### config.mk
export PLATFORM = sky130hd
export DESIGN_NAME = amgiwu_ram
export DESIGN_NICKNAME = d
export VERILOG_FILES = /design/src/sv/amgiwu_ram.sv
export SDC_FILE = /design/constraint.sdc
export NUM_CORES = 1
export LEC_CHECK = 0
export ABC_CLOCK_PERIOD_IN_PS = 1820
export BUFFER_PORTS_ARGS = -buffer_cell sky130_fd_sc_hd__buf_2
export CELL_PAD_IN_SITES_DETAIL_PLACEMENT = 0
export CELL_PAD_IN_SITES_GLOBAL_PLACEMENT = 2
export CORE_MARGIN = 2
export CORE_UTILIZATION = 40
export DETAILED_ROUTE_END_ITERATION = 12
export PLACE_DENSITY_LB_ADDON = 0.1
export SETUP_SLACK_MARGIN = 0.1
export SKIP_LAST_GASP = 1
export SYNTH_ARGS = -nofsm -noshare
export SYNTH_HDL_FRONTEND = slang
export SYNTH_SLANG_ARGS = --single-unit
### constraint.sdc
create_clock -name clock -period 1.82 [get_ports clock]
set_input_delay 0.364 -clock clock [delete_from_list [all_inputs] [get_ports clock]]
set_output_delay 0.364 -clock clock [all_outputs]
set_load 0.03 [all_outputs]
### src/sv/amgiwu_ram.sv
// Generic single-port-write, single-port-read RAM with registered read data.
// Depends on nothing.
`default_nettype none

module amgiwu_ram #(
   parameter int WIDTH = 8,
   parameter int DEPTH = 16
) (
   input  wire logic                     clock,
   input  wire logic                     wr_en,
   input  wire logic [$clog2(DEPTH)-1:0] wr_addr,
   input  wire logic [WIDTH-1:0]         wr_data,
   input  wire logic [$clog2(DEPTH)-1:0] rd_addr,
   output logic [WIDTH-1:0]              rd_data
);

   logic [WIDTH-1:0] mem_ff [DEPTH];
   logic [WIDTH-1:0] rd_data_ff;

   always_ff @(posedge clock) begin
      if (wr_en) begin
         mem_ff[wr_addr] <= wr_data;
      end
      rd_data_ff <= mem_ff[rd_addr];
   end

   assign rd_data = rd_data_ff;

endmodule

`default_nettype wire
# Word-level counts from Yosys, hierarchy flattened
# Memories as Yosys holds them, arrays and structs flattened. A register that Yosys moved wholly into a read port is not among the register bits.
# Index checks and enable logic that the tools add are counted.
word_totals:
  ff_bits: 0
  latchBits: 0
  mem_bits_rw: 128
  romBits: 0
  input_bits: 18
  output_inout_bits: 8
  elab_cells: 3
  memories: 1
mem_list:
  columns: ["name", "words", "width", "rd", "rd_ports_with_merged_regs", "wr", "line_no", "rtl"]
  rows:
  - ["mem_ff", 16, 8, 1, 1, 1, "17", "logic [WIDTH-1:0] mem_ff [DEPTH];"]
classes:
  addsub: 0
  mul: 0
  n_div: 0
  n_lt_le_gt_ge: 0
  eq_ne: 0
  shift: 0
  muxes: 2
  n_bitwise: 0
  n_reduce_logical: 0
op_table:
  columns: ["cell", "n"]
  rows:
  - ["$mux 1", 2]

# Depth between registers and ports, before layout
# Gate-level depths: netlist (run 1).
depth:
  word_depth: 2
  ltp_mapped: 5
  ltp_nobuf: 3

# Worst setup path after synthesis (run 1)
# Ideal clock, no wire load.
synth_path:
  path_type: "input -> register"
  from: "input wr_addr[2]"
  to: "memory mem_ff[0][0], enable pin"
  setup_ps: 383
  t_arrival_ps: 1474
  t_required_ps: 1437
  slack_ps: -37
  stages: 2
  n_path_buf: 0
  path_cell_list: "or3b_2 > nor3_1"
synth_rtl:
  columns: ["element", "line_no", "rtl"]
  rows:
  - ["start, declared", "11", "input wire logic [$clog2(DEPTH)-1:0] wr_addr,"]
  - ["end, declared", "17", null]
# No word-level cell before the write port.

==> results of run 1 <==
logic make-up (layout without fill, tap and decap cells):
| family | after synthesis | after routing | synth area share [%] |
|---|---|---|---|
| muxes | 32 | 32 | 15.0 |
| DFF | 136 | 136 | 77.8 |
| and+or+nand+nor | 35 | 35 | 3.18 |
| buffers and inverters | 10 | 85 | 1.68 |
| AOI/OAI and AO/OA | 16 | 16 | 2.33 |
metrics by stage:
stage               TNS (ps)  total power [mW]  hold slack (ps)  cells  area, µm²
floorplan                  0              3.80              463    229       5150
global placement       -45.3              3.98              659    444       5650
detailed placement     -53.7              3.98              652    444       5650
CTS                        0              7.70              319    476       6310
global route               0              7.88              334    476       6310
finish                     0              7.63              338    476       6310
cells in the mapped netlist:
master / number / area, µm²
mux4_2: 18 / 405
edfxtp_1: 128 / 3840
nor2b_1: 1 / 6.26
nand2_1: 9 / 33.8
buf_2: 3 / 15.0
and2_1: 1 / 6.26
buf_6: 3 / 33.8
or3b_2: 1 / 8.76
nand3_1: 1 / 5.00
buf_4: 1 / 7.51
a22oi_1: 16 / 120
dfxtp_1: 8 / 160
nand2b_1: 2 / 12.5
clkdlybuf4s25_2: 3 / 30.0
nor3_1: 4 / 20.0
nor2_1: 13 / 48.8
and2b_1: 1 / 7.51
nand3b_1: 2 / 15.0
mux4_1: 14 / 368
cell type report:
type | count | area (µm²)
Timing Repair Buffer | 53 | 373
Clock buffer | 24 | 492
Multi-Input combinational cell | 83 | 1060
Sequential cell | 136 | 4000
Fill cell | 1015 | 6260
Tap cell | 172 | 215
Clock inverter | 8 | 165
worst max-delay path by stage:
stage                     startpoint                      to  slack [ps]  cells past startpoint
after floorplan           wr_addr[2]  mem_ff[3][0]$_DFFE_PP_         190                      2
after global placement    rd_addr[0]      rd_data[1]$_DFF_P_         -50                      6
after detailed placement  rd_addr[0]      rd_data[1]$_DFF_P_         -50                      6
after CTS                 rd_addr[0]      rd_data[1]$_DFF_P_         380                      6
after global routing      rd_addr[0]      rd_data[1]$_DFF_P_         360                      6
final                     rd_addr[0]      rd_data[1]$_DFF_P_         410                      6
layer usage:
| layer | up-vias | part of all wire [%] | global-route usage, % |
|---|---|---|---|
| met2 | 49 | 49 | 25.9 |
| met4 | 2 | 1.3 | 6.33 |
| li1 | 1100 | - | - |
| met1 | 1268 | 46 | 22.6 |
| met3 | 12 | 3.3 | 4.18 |
| met5 | - | 0.18 | 0 |
registers in the layout (all words and copies together) (netlist names):
signal,cells
mem_ff,128
rd_data,8
power groups by stage:
stage	combinational [mW]	sequential, mW	clock (mW)
floorplan	0.178	3.62	0
CTS	0.390	3.53	3.78
detailed placement	0.389	3.59	0
global placement	0.386	3.59	0
finish	0.379	3.53	3.72
global route	0.413	3.53	3.93
==> flow_summary.ini, run 1 <==
[worst_setup_path]
crit_buf_inv = 3
ff2ff_setup_slack_ps = 490
cpMaxStageDelayCell = mux4_1
cp-start-kind = input pin
critPathMaxFanout = 17
path_class = in2reg
end_kind = flip-flop
r2r_end = rd_data[1]$_DFF_P_
critPathTopFamily = multiplexers
rr_worst_depth = 3
worstPathRequired_ps = 2100
path_cells = buf_2, buf_12, buf_4, mux4_1, a22oi_1, nand2_1
r2r-start = mem_ff[9][1]$_DFFE_PP_
crit_arrival_ps = 1690
cpPeakStageDelay_ps = 530

[cts]
cts_sinks = 136
cts-resized-gates = 0
hold_buffers = 0
htree_levels = 4
cts_made_buffers = 17
path_clk_slew_ps = 50
cts-root-buf = clkbuf_16
cts_tree = done
clock_latency_ps = 400
clockBufferDepth = 2
cts_setup_buffers = 0

[worst_hold_path]
hold_end = mem_ff[10][5]$_DFFE_PP_
min_from = wr_data[5]
hp-class = in2reg
hold_path_depth = 1

[flow_run]
cap_violations = 0

[placed_design]
dp_hpwl_um = 6660
port_buffers = 25
pre_cts_ws_ps = -53.7
gp_congestion = 0.701

[route]
antenna_left = 0
drc_errors = 0
firstDrtPassIters = 4
vias = 2431
avgViaCountPerCell = 5.11
wire_per_inst_um = 21.8
wl_um = 10400
drtIter0Drc = 190

[cells_and_area]
final_cell_mix = edfxtp_1, buf_2, buf_4, mux4_2, clkbuf_16
drive_gt1_share_pct = 33.6
area_growth_pct = 22.6
final_util_pct = 50.2
fin_nets = 309
mostFrequentLayoutCell = edfxtp_1
diodes = 0

[floorplan]
dieWidth_um = 117
start_util_pct = 41.0
die-area_um2 = 13800
core_um2 = 12600
die_h_um = 117
rows = 41
ioPinCount = 26

[grt]
grt_first_pass_wirelength_um = 16000
grt_overflow = 0
antenna_found_initial = 1
grt_max_degree = 18
grt_pass1_vias = 2632
grt_usage_pct = 16.6

[sta]
slew_violations = 0
tightestPinTransition_ps = 866
period_share_pct = 77.4
period_minus_slack_ps = 1410
worst_slack_ps = 411
slew_headroom_pct = 42.1
setup_viol = 0
clock.fmax_mhz = 710
final-hold-violation-count = 0
rsz0062_at_grt = no
skew_ps = 4.53

[logic_synthesis]
syn_area_um2 = 5150
synthesis.instances = 229
ys_types = 19
yosysSeqAreaShare_pct = 77.8
syn-num-nets = 247
avgSynthCellArea_um2 = 22.5
synth.yosys.warnings = 0
synth-seq-cells = 136

[pwr]
p_seq_share_pct = 46.2
switching_share_pct = 18.3
p_sw_mw = 1.40
clockPowerShare_pct = 48.8
leakage_nw = 2.18
intPower_mw = 6.23
worst_ir_drop_vdd_mv = 0.623
power_density_nw_per_um2 = 1210
combPwrFrac_pct = 5.0

[outcome]
status = finished clean
No activity file was read; power rests on OpenSTA's default activity.
==> run 2, diff against run 1 <==
--- a/config.mk
+++ b/config.mk
@@ -5,7 +5,7 @@
 export SDC_FILE = /design/constraint.sdc
 export NUM_CORES = 1
 export LEC_CHECK = 0
-export ABC_CLOCK_PERIOD_IN_PS = 1820
+export ABC_CLOCK_PERIOD_IN_PS = 1250
 export BUFFER_PORTS_ARGS = -buffer_cell sky130_fd_sc_hd__buf_2
 export CELL_PAD_IN_SITES_DETAIL_PLACEMENT = 0
 export CELL_PAD_IN_SITES_GLOBAL_PLACEMENT = 2
==> constraint.sdc (replaced) <==
create_clock -name clock -period 1.25 [get_ports clock]
set_input_delay 0.25 -clock clock [delete_from_list [all_inputs] [get_ports clock]]
set_output_delay 0.25 -clock clock [all_outputs]
set_load 0.03 [all_outputs]
==> run 2 against run 1 <==
  * The run now ends with negative setup slack left
  * Via count fell by 0.70%
  * Clock skew rose by 1.6 ps
  * Sequential share of layout area fell by 4.0 points
  * Routed wire length fell by 4.8%
  * Sequential power rose by 46%
  * Cell count grew 0.63%
  * Total power is 57% higher
  * First-iteration DRC count is 18% lower
  * Global-route usage shrank 0.62 points
  * Final area up 7.0%
  * Largest cell class unchanged
  * Largest power group unchanged
  * Highest routed layer is now met4
==> flow_summary.ini, run 2 (synthesis gave the netlist of run 1 again) <==
[sta]
slew_violations = 0
final-hold-violation-count = 0
rsz0062_at_grt = yes
skew_ps = 6.14
setup_viol = 1
tightestPinTransition_ps = 879
clock.fmax_mhz = 796
tns_ps = -6.88
worst_slack_ps = -6.88
period_share_pct = 101
period_minus_slack_ps = 1260
slew_headroom_pct = 41.3

[cells_and_area]
area_growth_pct = 31.2
final_cell_mix = edfxtp_1, mux4_2, buf_12, clkbuf_16, buf_2
fin_nets = 312
fill_cells = 991
largest_reg_flops = 128
drive_gt1_share_pct = 48.2
largest-register = mem_ff
final_util_pct = 53.7
mostFrequentLayoutCell = edfxtp_1
final_cell_area_um2 = 6750
diodes = 0

[route]
wire_per_inst_um = 20.6
drc_errors = 0
antenna_left = 0
firstDrtPassIters = 4
drtIter0Drc = 156
wl_um = 9890
vias = 2414
avgViaCountPerCell = 5.04

[grt]
grt_max_degree = 17
grt_usage_pct = 16.0
grt_util_met2_pct = 26.3
grt_first_pass_wirelength_um = 15600
grt_overflow = 0
grt_use_met1_pct = 19.8
antenna_found_initial = 0
grt_pass1_vias = 2654
gr-max-usage-layer = met2
grt_util_met3_pct = 4.86

[floorplan]
die_h_um = 117
dieWidth_um = 117
rows = 41
core_um2 = 12600
die-area_um2 = 13800
ioPinCount = 26
start_util_pct = 41.0

[worst_setup_path]
cp-start-kind = flip-flop
crit_arrival_ps = 1530
ff2ff_setup_slack_ps = -7
path_class = reg2reg
end_kind = flip-flop
critPathMaxFanout = 1
worstPathRequired_ps = 1530

[cts]
hold_buffers = 0
path_clk_slew_ps = 50
cts_tree = done
clock_latency_ps = 410
cts-root-buf = clkbuf_16
cts_made_buffers = 17
clockBufferDepth = 2
htree_levels = 4
cts_sinks = 136

[outcome]
violations = negative setup slack
status = finished with violations

[pwr]
worst_ir_drop_vdd_mv = 0.899
power_mw = 12.0
leakage_nw = 2.25
power_density_nw_per_um2 = 1770

[placed_design]
pre_cts_ws_ps = -450
dp_hpwl_um = 6480
place_area_um2 = 5930
port_buffers = 25
gp_congestion = 0.690

[flow_run]
cap_violations = 0

[worst_hold_path]
hp-class = in2reg
-- run 2: changes by cell type in the layout (fill, tap and decap cells not counted), moves of 7 or more --
cell,before,now
mux4_1,14,0
a22oi_2,0,7
a22oi_1,16,9
nor2_1,13,2
nor2_2,0,8
buf_4,25,12
buf_12,3,21
buf_2,25,17
mux4_2,18,32
-- run 2: critical path, cell delays in order (launching register included) --
cell and delay [ps]:
edfxtp_1 370, mux4_2 470, a22oi_2 180, nand2_1 110
-- run 2: repair_timing --
item | CTS | global route
buffers inserted | 0 | 0
cloned | 0 | 0
resized for setup | 26 | 2
pin swaps | 3 | 2
endpoints found under the setup margin | 16 | 13
-- run 2: final cells by class --
| class | instances | area (µm²) | area share (%) |
|---|---|---|---|
| timing repair buffer | 56 | 663 | 9.82 |
| multi-input combinational | 83 | 1120 | 16.6 |
| clock buffer | 18 | 439 | 6.50 |
| sequential | 136 | 4010 | 59.4 |
| clock inverter | 14 | 299 | 4.43 |
| tap | 172 | 215 | 3.19 |
-- run 2: worst paths after layout --
path,depth (start not counted),to,startpoint
worst max-delay path,3,rd_data[2]$_DFF_P_,mem_ff[9][2]$_DFFE_PP_
worst min-delay path,1,mem_ff[15][5]$_DFFE_PP_,wr_data[5]
worst max register to register,3,rd_data[2]$_DFF_P_,mem_ff[9][2]$_DFFE_PP_
worst min register to register,3,rd_data[7]$_DFF_P_,mem_ff[6][7]$_DFFE_PP_
-- run 2: per-stage QoR --
stage	instances	hold slack [ps]
after CTS	479	212
final	479	228
after floorplan	229	349
after global routing	479	218
after detailed placement	447	645
after global placement	447	642
-- run 2: routing by layer --
metal | part of all wire, % | vias to the layer above
met4 | 1.6 | 0
met5 | 0 | -
met3 | 3.9 | 13
met1 | 43 | 1257
met2 | 52 | 58
li1 | - | 1086
-- run 2: report_power, final --
part           internal, mW  switching [mW]  total [mW]  leakage, nW
combinational         0.315           0.357       0.672        0.669
clock                  4.38            1.77        6.15        0.354
sequential             5.10          0.0355        5.14         1.22
